### config.mk
export PLATFORM = sky130hd
export DESIGN_NAME = multi_buffer_swap_manager
export DESIGN_NICKNAME = d
export VERILOG_FILES = /design/src/hdl/mbsm_pkg.sv /design/src/hdl/mbsm_ctrl.sv /design/src/hdl/mbsm_datapath.sv /design/src/hdl/multi_buffer_swap_manager.sv
export SDC_FILE = /design/constraint.sdc
export NUM_CORES = 1
export LEC_CHECK = 0
export BUFFER_PORTS_ARGS = -buffer_cell sky130_fd_sc_hd__buf_2
export CORE_MARGIN = 5
export CORE_UTILIZATION = 30
export CTS_CLUSTER_DIAMETER = 80
export DETAILED_ROUTE_END_ITERATION = 7
export SLEW_MARGIN = 20
export SYNTH_ARGS = -nofsm -noshare
export SYNTH_HDL_FRONTEND = slang
export SYNTH_SLANG_ARGS = --single-unit
### constraint.sdc
create_clock -name i_clk -period 9.43 [get_ports i_clk]
set_input_delay 0.943 -clock i_clk [delete_from_list [all_inputs] [get_ports i_clk]]
set_output_delay 0.943 -clock i_clk [all_outputs]
set_load 0.005 [all_outputs]
### src/hdl/mbsm_pkg.sv
`timescale 1ns / 1ps
// ----------------------------------------------------------------------------
// mbsm_pkg
// shared types and constants of the multi buffer swap manager
// ----------------------------------------------------------------------------
package mbsm_pkg;

    // fixed field widths of the item and result
    localparam int STAMP_BITS    = 48;
    localparam int SLOT_BITS     = 4;
    localparam int QUEUED_BITS   = 5;
    localparam int CFG_BITS      = 5;

    // default storage depth
    localparam int DEF_MAX_SLOTS = 16;

    // ring size floor and queued ceiling
    localparam int RING_MIN      = 3;
    localparam logic [QUEUED_BITS-1:0] QUEUED_MAX = '1;
    localparam logic [CFG_BITS-1:0]    CFG_RESET  = CFG_BITS'(RING_MIN);

    // operation codes
    localparam logic [1:0] OP_NEXT_READ  = 2'd0;
    localparam logic [1:0] OP_END_READ   = 2'd1;
    localparam logic [1:0] OP_NEXT_WRITE = 2'd2;
    localparam logic [1:0] OP_END_WRITE  = 2'd3;

    // result status codes
    localparam logic [1:0] ST_GRANTED    = 2'd0;
    localparam logic [1:0] ST_NO_SLOT    = 2'd1;
    localparam logic [1:0] ST_RELEASED   = 2'd2;

    typedef struct packed {
        logic [1:0]            operation;
        logic [STAMP_BITS-1:0] stamp;
        logic                  stamp_given;
        logic [STAMP_BITS-1:0] now_time;
    } t_in_item;

    typedef struct packed {
        logic [1:0]             status;
        logic [SLOT_BITS-1:0]   slot;
        logic [STAMP_BITS-1:0]  slot_stamp;
        logic [QUEUED_BITS-1:0] queued_count;
    } t_out_item;

    // controller to datapath commands
    typedef struct packed {
        logic exec;
        logic respond;
    } t_ctl_cmd;

endpackage

### src/hdl/mbsm_ctrl.sv
`timescale 1ns / 1ps
// ----------------------------------------------------------------------------
// mbsm_ctrl
// sequencer: takes an item, runs one update step, then presents the result
// ----------------------------------------------------------------------------
module mbsm_ctrl
    import mbsm_pkg::*;
(
    input  logic     i_clk,
    input  logic     i_rst_n,
    input  logic     start,
    output logic     busy,
    output t_ctl_cmd o_cmd
);

    localparam logic S_IDLE = 1'b0;
    localparam logic S_RESP = 1'b1;

    logic r_state;
    logic n_state;

    always_comb begin
        n_state = r_state;
        unique case (r_state)
            S_IDLE: begin
                if (start) n_state = S_RESP;
            end
            S_RESP: begin
                n_state = S_IDLE;
            end
            default: n_state = S_IDLE;
        endcase
    end

    always_ff @(posedge i_clk) begin
        if (!i_rst_n) begin
            r_state <= S_IDLE;
        end else begin
            r_state <= n_state;
        end
    end

    assign busy          = (r_state != S_IDLE);
    assign o_cmd.exec    = (r_state == S_IDLE) && start;
    assign o_cmd.respond = (r_state == S_RESP);

endmodule

### src/hdl/mbsm_datapath.sv
`timescale 1ns / 1ps
// ----------------------------------------------------------------------------
// mbsm_datapath
// slot ring state, release and claim logic, stamp memory and result registers
// ----------------------------------------------------------------------------
module mbsm_datapath
    import mbsm_pkg::*;
#(
    parameter int MAX_SLOTS = DEF_MAX_SLOTS
) (
    input  logic                i_clk,
    input  logic                i_rst_n,
    input  t_ctl_cmd            i_cmd,
    input  t_in_item            i_item,
    input  logic                i_cfg_we,
    input  logic [CFG_BITS-1:0] i_cfg_data,
    output t_out_item           o_result
);

    localparam int IW = (MAX_SLOTS > 1) ? $clog2(MAX_SLOTS) : 1;
    localparam int RW = $clog2(MAX_SLOTS + 1);
    localparam int CW = (RW > CFG_BITS) ? RW : CFG_BITS;
    localparam logic [CW-1:0] RING_LO = CW'(RING_MIN);
    localparam logic [CW-1:0] RING_HI = CW'(MAX_SLOTS);

    function automatic logic [IW-1:0] f_following(input logic [IW-1:0] idx,
                                                  input logic [CW-1:0] ring);
        logic [CW-1:0] nxt;
        nxt = CW'(idx) + CW'(1);
        return (nxt >= ring) ? '0 : nxt[IW-1:0];
    endfunction

    // configuration and control state
    logic [CFG_BITS-1:0]    r_cfg;
    logic [MAX_SLOTS-1:0]   r_flags, n_flags;
    logic [IW-1:0]          r_rd_slot, n_rd_slot;
    logic                   r_rd_started, n_rd_started;
    logic                   r_rd_active, n_rd_active;
    logic [IW-1:0]          r_wr_slot, n_wr_slot;
    logic                   r_wr_started, n_wr_started;
    logic                   r_wr_active, n_wr_active;
    logic [QUEUED_BITS-1:0] r_queued, n_queued;

    // stamp memory and result payload
    logic [STAMP_BITS-1:0]  r_mem [MAX_SLOTS];
    logic [STAMP_BITS-1:0]  r_rd_data;
    logic [STAMP_BITS-1:0]  r_wr_stamp;
    logic [1:0]             r_status, n_status;
    logic [IW-1:0]          r_slot, n_slot;
    logic                   r_from_mem, n_from_mem;

    logic [CW-1:0]          cfg_ext;
    logic [CW-1:0]          ring;
    logic [IW-1:0]          rd_cand;
    logic [IW-1:0]          wr_cand;
    logic                   rd_grant;
    logic                   wr_grant;
    logic [STAMP_BITS-1:0]  sel_stamp;

    assign cfg_ext = CW'(r_cfg);
    assign ring    = (cfg_ext < RING_LO) ? RING_LO :
                     (cfg_ext > RING_HI) ? RING_HI : cfg_ext;

    assign sel_stamp = i_item.stamp_given ? i_item.stamp : i_item.now_time;

    always_comb begin
        n_flags      = r_flags;
        n_rd_slot    = r_rd_slot;
        n_rd_started = r_rd_started;
        n_rd_active  = r_rd_active;
        n_wr_slot    = r_wr_slot;
        n_wr_started = r_wr_started;
        n_wr_active  = r_wr_active;
        n_queued     = r_queued;
        n_status     = ST_RELEASED;
        n_slot       = '0;
        n_from_mem   = 1'b0;
        rd_grant     = 1'b0;
        wr_grant     = 1'b0;

        // first writer slot follows the reader, or slot 0
        rd_cand = r_rd_started ? f_following(r_rd_slot, ring) : '0;
        wr_cand = r_wr_started ? f_following(r_wr_slot, ring) : rd_cand;

        unique case (i_item.operation)
            OP_NEXT_READ, OP_END_READ: begin
                if (r_rd_active) begin
                    n_flags[r_rd_slot] = 1'b0;
                    if (r_queued != '0) n_queued = r_queued - QUEUED_BITS'(1);
                end
                n_rd_active = 1'b0;
            end
            OP_NEXT_WRITE, OP_END_WRITE: begin
                if (r_wr_active) begin
                    n_flags[r_wr_slot] = 1'b1;
                    if (r_queued != QUEUED_MAX) n_queued = r_queued + QUEUED_BITS'(1);
                end
                n_wr_active = 1'b0;
            end
            default: ;
        endcase

        unique case (i_item.operation)
            OP_NEXT_READ: begin
                rd_grant = n_flags[rd_cand] && !(r_wr_active && r_wr_slot == rd_cand);
                if (rd_grant) begin
                    n_rd_slot    = rd_cand;
                    n_rd_started = 1'b1;
                    n_rd_active  = 1'b1;
                    n_status     = ST_GRANTED;
                    n_slot       = rd_cand;
                    n_from_mem   = 1'b1;
                end else begin
                    n_status = ST_NO_SLOT;
                end
            end
            OP_NEXT_WRITE: begin
                wr_grant = !n_flags[wr_cand] && !(r_rd_active && r_rd_slot == wr_cand);
                if (wr_grant) begin
                    n_wr_slot    = wr_cand;
                    n_wr_started = 1'b1;
                    n_wr_active  = 1'b1;
                    n_status     = ST_GRANTED;
                    n_slot       = wr_cand;
                end else begin
                    n_status = ST_NO_SLOT;
                end
            end
            OP_END_READ, OP_END_WRITE: ;
            default: ;
        endcase
    end

    always_ff @(posedge i_clk) begin
        if (!i_rst_n) begin
            r_cfg        <= CFG_RESET;
            r_flags      <= '0;
            r_rd_slot    <= '0;
            r_rd_started <= 1'b0;
            r_rd_active  <= 1'b0;
            r_wr_slot    <= '0;
            r_wr_started <= 1'b0;
            r_wr_active  <= 1'b0;
            r_queued     <= '0;
        end else begin
            if (i_cfg_we) r_cfg <= i_cfg_data;
            if (i_cmd.exec) begin
                r_flags      <= n_flags;
                r_rd_slot    <= n_rd_slot;
                r_rd_started <= n_rd_started;
                r_rd_active  <= n_rd_active;
                r_wr_slot    <= n_wr_slot;
                r_wr_started <= n_wr_started;
                r_wr_active  <= n_wr_active;
                r_queued     <= n_queued;
            end
        end
    end

    // stamp memory: at most one write and one registered read per step
    always_ff @(posedge i_clk) begin
        if (i_cmd.exec && wr_grant) r_mem[wr_cand] <= sel_stamp;
        if (i_cmd.exec) r_rd_data <= r_mem[rd_cand];
    end

    always_ff @(posedge i_clk) begin
        if (i_cmd.exec) begin
            r_status   <= n_status;
            r_slot     <= n_slot;
            r_from_mem <= n_from_mem;
            r_wr_stamp <= sel_stamp;
        end
    end

    assign o_result.status       = r_status;
    assign o_result.slot         = SLOT_BITS'(r_slot);
    assign o_result.slot_stamp   = (r_status != ST_GRANTED) ? '0 :
                                   r_from_mem ? r_rd_data : r_wr_stamp;
    assign o_result.queued_count = r_queued;

endmodule

### src/hdl/multi_buffer_swap_manager.sv
`timescale 1ns / 1ps
// ----------------------------------------------------------------------------
// multi_buffer_swap_manager
// ring of buffer slots handed between one writer and one reader
// ----------------------------------------------------------------------------
// o_done is high with the result in the cycle after the item is taken
// no new item is taken while a result is shown; the sequencer holds busy high
//   through the result cycle that the registered stamp memory read needs
// the receiver cannot stall: each result is shown for exactly one cycle
// reset (synchronous, active low): clears unread flags, slot indices, queued
//   count and sets the ring size to 3; stamp memory is not cleared
// ----------------------------------------------------------------------------
module multi_buffer_swap_manager
    import mbsm_pkg::*;
#(
    parameter int MAX_SLOTS = DEF_MAX_SLOTS
) (
    input  logic                i_clk,
    input  logic                i_rst_n,
    // item channel
    input  logic                start,
    output logic                busy,
    input  t_in_item            i_item,
    // result channel
    output logic                o_done,
    output t_out_item           o_result,
    // ring size register
    input  logic                i_cfg_we,
    input  logic [CFG_BITS-1:0] i_cfg_data
);

    // command bundle from the sequencer into the datapath
    t_ctl_cmd cmd;

    // sequencer: idle state, then the result state for each item
    mbsm_ctrl u_ctrl (
        .i_clk   (i_clk),
        .i_rst_n (i_rst_n),
        .start   (start),
        .busy    (busy),
        .o_cmd   (cmd)
    );

    // slot ring state; the whole release-and-claim step runs on the accept edge
    mbsm_datapath #(
        .MAX_SLOTS (MAX_SLOTS)
    ) u_datapath (
        .i_clk      (i_clk),
        .i_rst_n    (i_rst_n),
        .i_cmd      (cmd),
        .i_item     (i_item),
        .i_cfg_we   (i_cfg_we),
        .i_cfg_data (i_cfg_data),
        .o_result   (o_result)
    );

    // result strobe comes straight from the sequencer state
    assign o_done = cmd.respond;

endmodule

; ---- Word level (Yosys, flattened, before mapping)
; Memory sizes are Yosys's and may differ from the RTL's. A register that Yosys moved wholly into a read port is not among the register bits.
; Index checks and enable logic that the tools add are counted.
[word_totals]
wordCells = 105
memories = 1
reg_bits = 94
in_bits = 108
out_inout_bits = 61
mem_bits_rw = 768
[op_classes]
eq_ne = 10
order_cmp = 10
n_mux = 43
addsub = 4
bitwise_logic = 4
n_reduce_logical = 19
[mem_list]
columns = name, words, width, rd, rd_ports_with_merged_regs, wr, line
row1 = u_datapath.r_mem, 16, 48, 1, 1, 1, mbsm_datapath.sv:45  ; logic [STAMP_BITS-1:0] r_mem [MAX_SLOTS];
[op_table]
columns = cell, count
row1 = two-way mux 48 bit, 3
row2 = two-way mux 16 bit, 2
row3 = case mux 16 bit (2 select lines), 1
row4 = two-way mux 5 bit, 6
row5 = two-way mux 4 bit, 6
row6 = "less-than comparator 4 x 5 -> 1 bit, second input constant", 4
row7 = two-way mux 1 bit, 17
row8 = bitwise AND 16 bit, 1
row9 = NOT 16 bit, 1
row10 = OR 16 bit, 1
row11 = "adder 4 x 1 -> 5 bit, second input constant", 2
row12 = greater-or-equal comparator 5 bit, 2
row13 = case mux 5 bit (2 select lines), 1
row14 = binary-select mux 1 bit (select 4 bit), 2
row15 = demux 1 bit (select 4 bit), 2
row16 = equality test 4 bit, 2
row17 = "greater-or-equal comparator 4 x 1 -> 1 bit, second input constant", 2
row18 = logical AND 1 bit, 8
row19 = "inequality test 2 x 1 -> 1 bit, second input constant", 4
row20 = case mux 4 bit (2 select lines), 1
row21 = AND reduction 3 bit, 2
row22 = "adder 5 x 1 -> 5 bit, second input constant", 1
row23 = "greater-than comparator 5 bit, second input constant", 1
row24 = "less-than comparator 5 x 2 -> 1 bit, second input constant", 1
row25 = other kinds (13), 17

; ---- Logic depth before layout (Yosys ltp)
[logic_depth]
ltp_word = 16
mapped_depth = 17
mapped_depth_nobuf = 13

; ---- Cells and area by module
; Synthesis repeated with hierarchy kept, for this count alone.
[hier_totals]
hier_cells = 2620
hier_area_um2 = 36947.9
[modules_own_cells]
columns = module, cells_per_inst, instances, area_each_um2
row1 = mbsm_datapath, 2616, 1, 36905.4
row2 = mbsm_ctrl, 4, 1, 42.5

; ---- Least setup slack after synthesis
; No wires, ideal clock.
[synth_path]
path_type = register to register
from = register u_datapath.r_rd_slot[0]
to = memory u_datapath.r_mem[5][0], enable pin
n_path_buf = 3
setup_slack_ns = 0.745
arrival_ns = 8.112
setup_time_ns = 0.573
synth_period_minus_slack_ns = 8.685
stages_incl_launch_ff = 16
required_time_ns = 8.857
path_cell_list = dfxtp_1 > buf_6 > inv_2 > clkbuf_1 > clkbuf_1 > ha_1 > ha_1 > a21oi_1 > o21ai_1 > maj3_2 > a211oi_2 > nor2_2 > xnor2_1 > a31oi_4 > nand3_1 > nor4_1
[synth_between]
elab_chain_cells = 16
[synth_rtl]
columns = element, line
row1 = from (decl), mbsm_datapath.sv:36  ; logic [IW-1:0] r_rd_slot, n_rd_slot;
row2 = from (signal assigned), mbsm_datapath.sv:149  ; r_rd_slot <= n_rd_slot;
row3 = less-than comparator 4 x 5 -> 1 bit (implied by the code) / greater-or-equal comparator 4 x 1 -> 1 bit (equally long branches), mbsm_datapath.sv:88  ; n_flags[r_rd_slot] = 1'b0;
row4 = logical AND 1 bit (implied by the code), mbsm_datapath.sv:88
row5 = two-way mux 1 bit (implied by the code), mbsm_datapath.sv:88
row6 = demux 1 bit (select 4 bit), -
row7 = NOT 16 bit (no line), -
row8 = bitwise AND 16 bit (no line), -
row9 = two-way mux 16 bit, mbsm_datapath.sv:87  ; if (r_rd_active) begin
row10 = case mux 16 bit (2 select lines), mbsm_datapath.sv:85  ; unique case (i_item.operation)
row11 = binary-select mux 1 bit (select 4 bit), mbsm_datapath.sv:118  ; wr_grant = !n_flags[wr_cand] && !(r_rd_active && r_rd_slot == wr_cand);
row12 = two-way mux 1 bit (implied by the code), mbsm_datapath.sv:118
row13 = zero test 1 bit, mbsm_datapath.sv:118
row14 = logical AND 1 bit, mbsm_datapath.sv:118
row15 = two-way mux 1 bit, mbsm_datapath.sv:103  ; unique case (i_item.operation)
row16 = logical AND 1 bit, mbsm_datapath.sv:162  ; if (i_cmd.exec && wr_grant) r_mem[wr_cand] <= sel_stamp;
row17 = two-way mux 1 bit, mbsm_datapath.sv:162
row18 = two-way mux 1 bit (implied by the code), mbsm_datapath.sv:162
row19 = to (decl), mbsm_datapath.sv:45
; Parallel ways exist; a longest one is shown, timed or not. The select of a mux whose other input is x is not followed.

; ---- Worst setup path in the final report
[layout_path]
from = register u_datapath.r_rd_slot[0]
to = memory u_datapath.r_mem[5][31], enable pin
; Same word-level chain as after synthesis.

==> metrics.md <==
| Metric | Value |
|---|---|
| Post-synthesis adder-cell area fraction | `0.7770%` |
| Most frequent cells in the layout | `edfxtp_1, nand2_1, nand3_1` |
| FP Rows | `129` |
| Die width | `363.7 um` |
| GRT Overall Usage | `14.50%` |
| Sum Neg Setup Slack | `0 ns` |
| Clock transition at the registers of the reported paths | `0.06 ns` |
| Worst-path fanout max | `101` |
| EDFF count, synth | `871` |
| Wire length per cell | `21.37 um` |
| Congestion Overflow GR | `0` |
| Post-detail-place hpwl | `55470 um` |
| Area Overhead vs Synth | `15.81%` |
| Post-synthesis xor/xnor area fraction | `0.3235%` |
| Hold path depth | `2` |
| Routability cong. | `0.8327` |
| Initial Util | `30.27%` |
| Setup CP Type | `reg -> reg` |
| Worst reg2reg path depth | `15` |
| Tcrit/Tclk final | `68.85%` |
| Vias per Instance | `5.152` |
| # IOs | `169` |
| Power Dens Cells | `202.1 nW/um^2` |
| Post-synth cell types | `74` |
| Cell Area, Synth | `37520 um^2` |
| Synth Warn # | `0` |
| Post-Synth Simple-Gate Area | `13.07%` |
| Status | `completed` |
| Net count, final | `3033` |
| CORE AREA | `124000 um^2` |
| Top FF cell, synth | `edfxtp_1` |
| Startpoint types | `flop` |
| Die height | `363.7 um` |
| Post_cts resized | `0` |
| Sequential fraction of the synthesis area | `71.79%` |
| Share of layout cells above drive strength 1 | `15.24%` |
| Fin. Hold Viols | `0` |
| Relative slew margins | `29.70%` |
| CTS buffer count | `95` |
| Clock root buffer | `clkbuf_16` |
| Syn Nets | `2928` |
| Final setup viols | `0` |
| Initial DRC count | `2191` |
| Synthesized instance count | `2800` |
| First-pass GRT wire length | `149000 um` |
| DRC | `0` |
| Data arrival time of the critical path | `6.76 ns` |
| Vias in the first global route | `23280` |
| CTS hold repair buffers | `0` |
| N_diodes | `0` |
| Max VDD drop | `133.1 uV` |
| Htree depth | `3` |
| Routed Wire Length | `98780 um` |
| Post-CTS Setup Repair Bufs | `0` |
| Avg Inst Size Synth | `13.40 um^2` |
| TritonCTS clock tree | `built` |
| RSZ-0062 raised after global routing | `false` |
| Port Buffers | `168` |
| Worst-Skew Late Latency | `0.67 ns` |
| Flops & latches, synth | `910` |
| Commonest non-fill, non-tap cell in the layout | `edfxtp_1` |
| Worst Hold Class | `reg -> reg` |
| Initial antenna violation count | `0` |
| Final setup skew | `0.03374 ns` |
| Pre-antenna DRT Iters | `6` |
| Slew @ Worst Pin | `1.055 ns` |
| Clk sinks | `910` |
| Tmin final | `6.492 ns` |
| Die area | `132200 um^2` |
| Mux contribution to synthesized area | `3.124%` |
| Number of max-cap violations | `0` |
| Vias | `23810` |
| Compound-gate portion of the synthesized area | `8.476%` |
| Post-synth ARST share | `0%` |
| Pins Over Slew Limit | `0` |
| Crit. End Element | `flop` |
| Largest family of logic cells by synthesized area | `simple AND/OR/NAND/NOR gates` |
| Largest net degree at the start of global routing | `182` |
| Maximum clock path buffer count | `3` |
| WP data required | `9.70 ns` |
| F_max | `0.1540 GHz` |
| Leak | `14.07 nW` |
| Antenna-violating nets left | `0` |
| WHS | `0.4818 ns` |
==> cells in the mapped netlist, types with 11 or more instances <==
cell type  number  area, um^2
nand2_1       414        1554
clkbuf_1      185       694.4
o211ai_1      109       818.3
nor3_1         27       135.1
a31oi_1        55       344.1
mux2i_1        62       620.6
nor2_1         95       356.6
inv_1          22       82.58
nand3_1       394        1972
ha_1           19       237.7
o21ai_0        33       165.2
o21a_1         11       82.58
a21oi_1        60       300.3
edfxtp_1      871       26160
mux2_2         48       540.5
dfxtp_1        39       780.8
a211oi_1       19       142.6
buf_1          19       71.32
o221ai_1       97       849.6
or3_1          96       600.6
==> final cells by class <==
| type | count | area [um^2] |
|---|---|---|
| Fill cell | 11950 | 80510 |
| Clock inverter | 61 | 765.7 |
| Sequential cell | 910 | 26940 |
| Tap cell | 1637 | 2048 |
| Multi-Input combinational cell | 1653 | 9803 |
| Inverter | 24 | 100.1 |
| Timing Repair Buffer | 221 | 1279 |
| Clock buffer | 116 | 2517 |
==> critical path, cell delays in order, from the launching register on <==
cell      delay (ns)
dfxtp_4         0.77
ha_1            0.40
xnor2_1         0.36
inv_2           0.20
ha_1            0.36
a21oi_1         0.24
o211ai_1        0.24
a211oi_4        0.34
buf_12          0.46
a21o_1          0.29
xnor2_1         0.09
o2111a_1        0.16
a31oi_4         0.30
nand3_1         0.60
nor4_2          0.39
buf_4           0.67
==> power breakdown <==
group	switching [W]	leakage (nW)	total [W]	internal (W)
logic	0.000260	4.26	0.000370	0.000111
registers	0.0000206	8.22	0.00453	0.00451
clock network	0.00158	1.59	0.00388	0.00230
total	0.00186	14.1	0.00878	0.00692
==> metrics by stage <==
step | cells | utilization [%] | total power (W) | instance area, um^2 | setup slack, ns
after CTS | 4622 | 35.05 | 0.008861 | 43450 | 3.051
final | 4622 | 35.05 | 0.008781 | 43450 | 2.938
after floorplan | 2800 | - | 0.004828 | 37520 | 0.7445
after detailed placement | 4445 | 32.41 | 0.004989 | 40170 | 3.108
after global placement | 4445 | 32.41 | 0.004982 | 40170 | 3.053
after global routing | 4622 | 35.05 | 0.009075 | 43450 | 2.628
==> logic make-up after synthesis <==
group | Yosys count
AO/OA/AOI/OAI | 437
XOR/XNOR | 13
adder cells (fa/ha/maj) | 23
multiplexers | 111
AND/OR/NAND/NOR | 1069
flip-flops | 910
buffers and inverters | 237
==> layer usage <==
layer | up-vias | track usage (%) | wire length, um
met4 | 0 | 3.506 | 1737
met2 | 761 | 23.85 | 47050
li1 | 10960 | - | -
met3 | 125 | 2.337 | 5802
met1 | 11970 | 20.24 | 44190
met5 | - | 0 | 0
==> path summary, 6_finish.rpt <==
check             slack [ns]                    start                 endpoint
setup / recovery        2.94  u_datapath.r_rd_slot[0]  u_datapath.r_mem[5][31]
hold / removal          0.48    u_datapath.cfg_ext[1]    u_datapath.cfg_ext[1]
setup reg to reg        2.94  u_datapath.r_rd_slot[0]  u_datapath.r_mem[5][31]
hold reg to reg         0.48    u_datapath.cfg_ext[1]    u_datapath.cfg_ext[1]
==> registers in the layout, summed over array words and instances (netlist names) <==
register                 cells
u_datapath.r_mem           768
u_datapath.cfg_ext           5
u_datapath.r_slot            4
u_datapath.r_wr_active       1
u_datapath.r_wr_stamp       48
u_datapath.r_rd_started      1
u_ctrl.busy                  1
u_datapath.r_from_mem        1
u_datapath.r_rd_data        48
u_datapath.r_queued          5
u_datapath.r_flags          16
u_datapath.r_wr_started      1
u_datapath.r_wr_slot         4
u_datapath.r_rd_active       1
u_datapath.r_rd_slot         4
u_datapath.r_status          2
(Power assumes the default switching activity.)
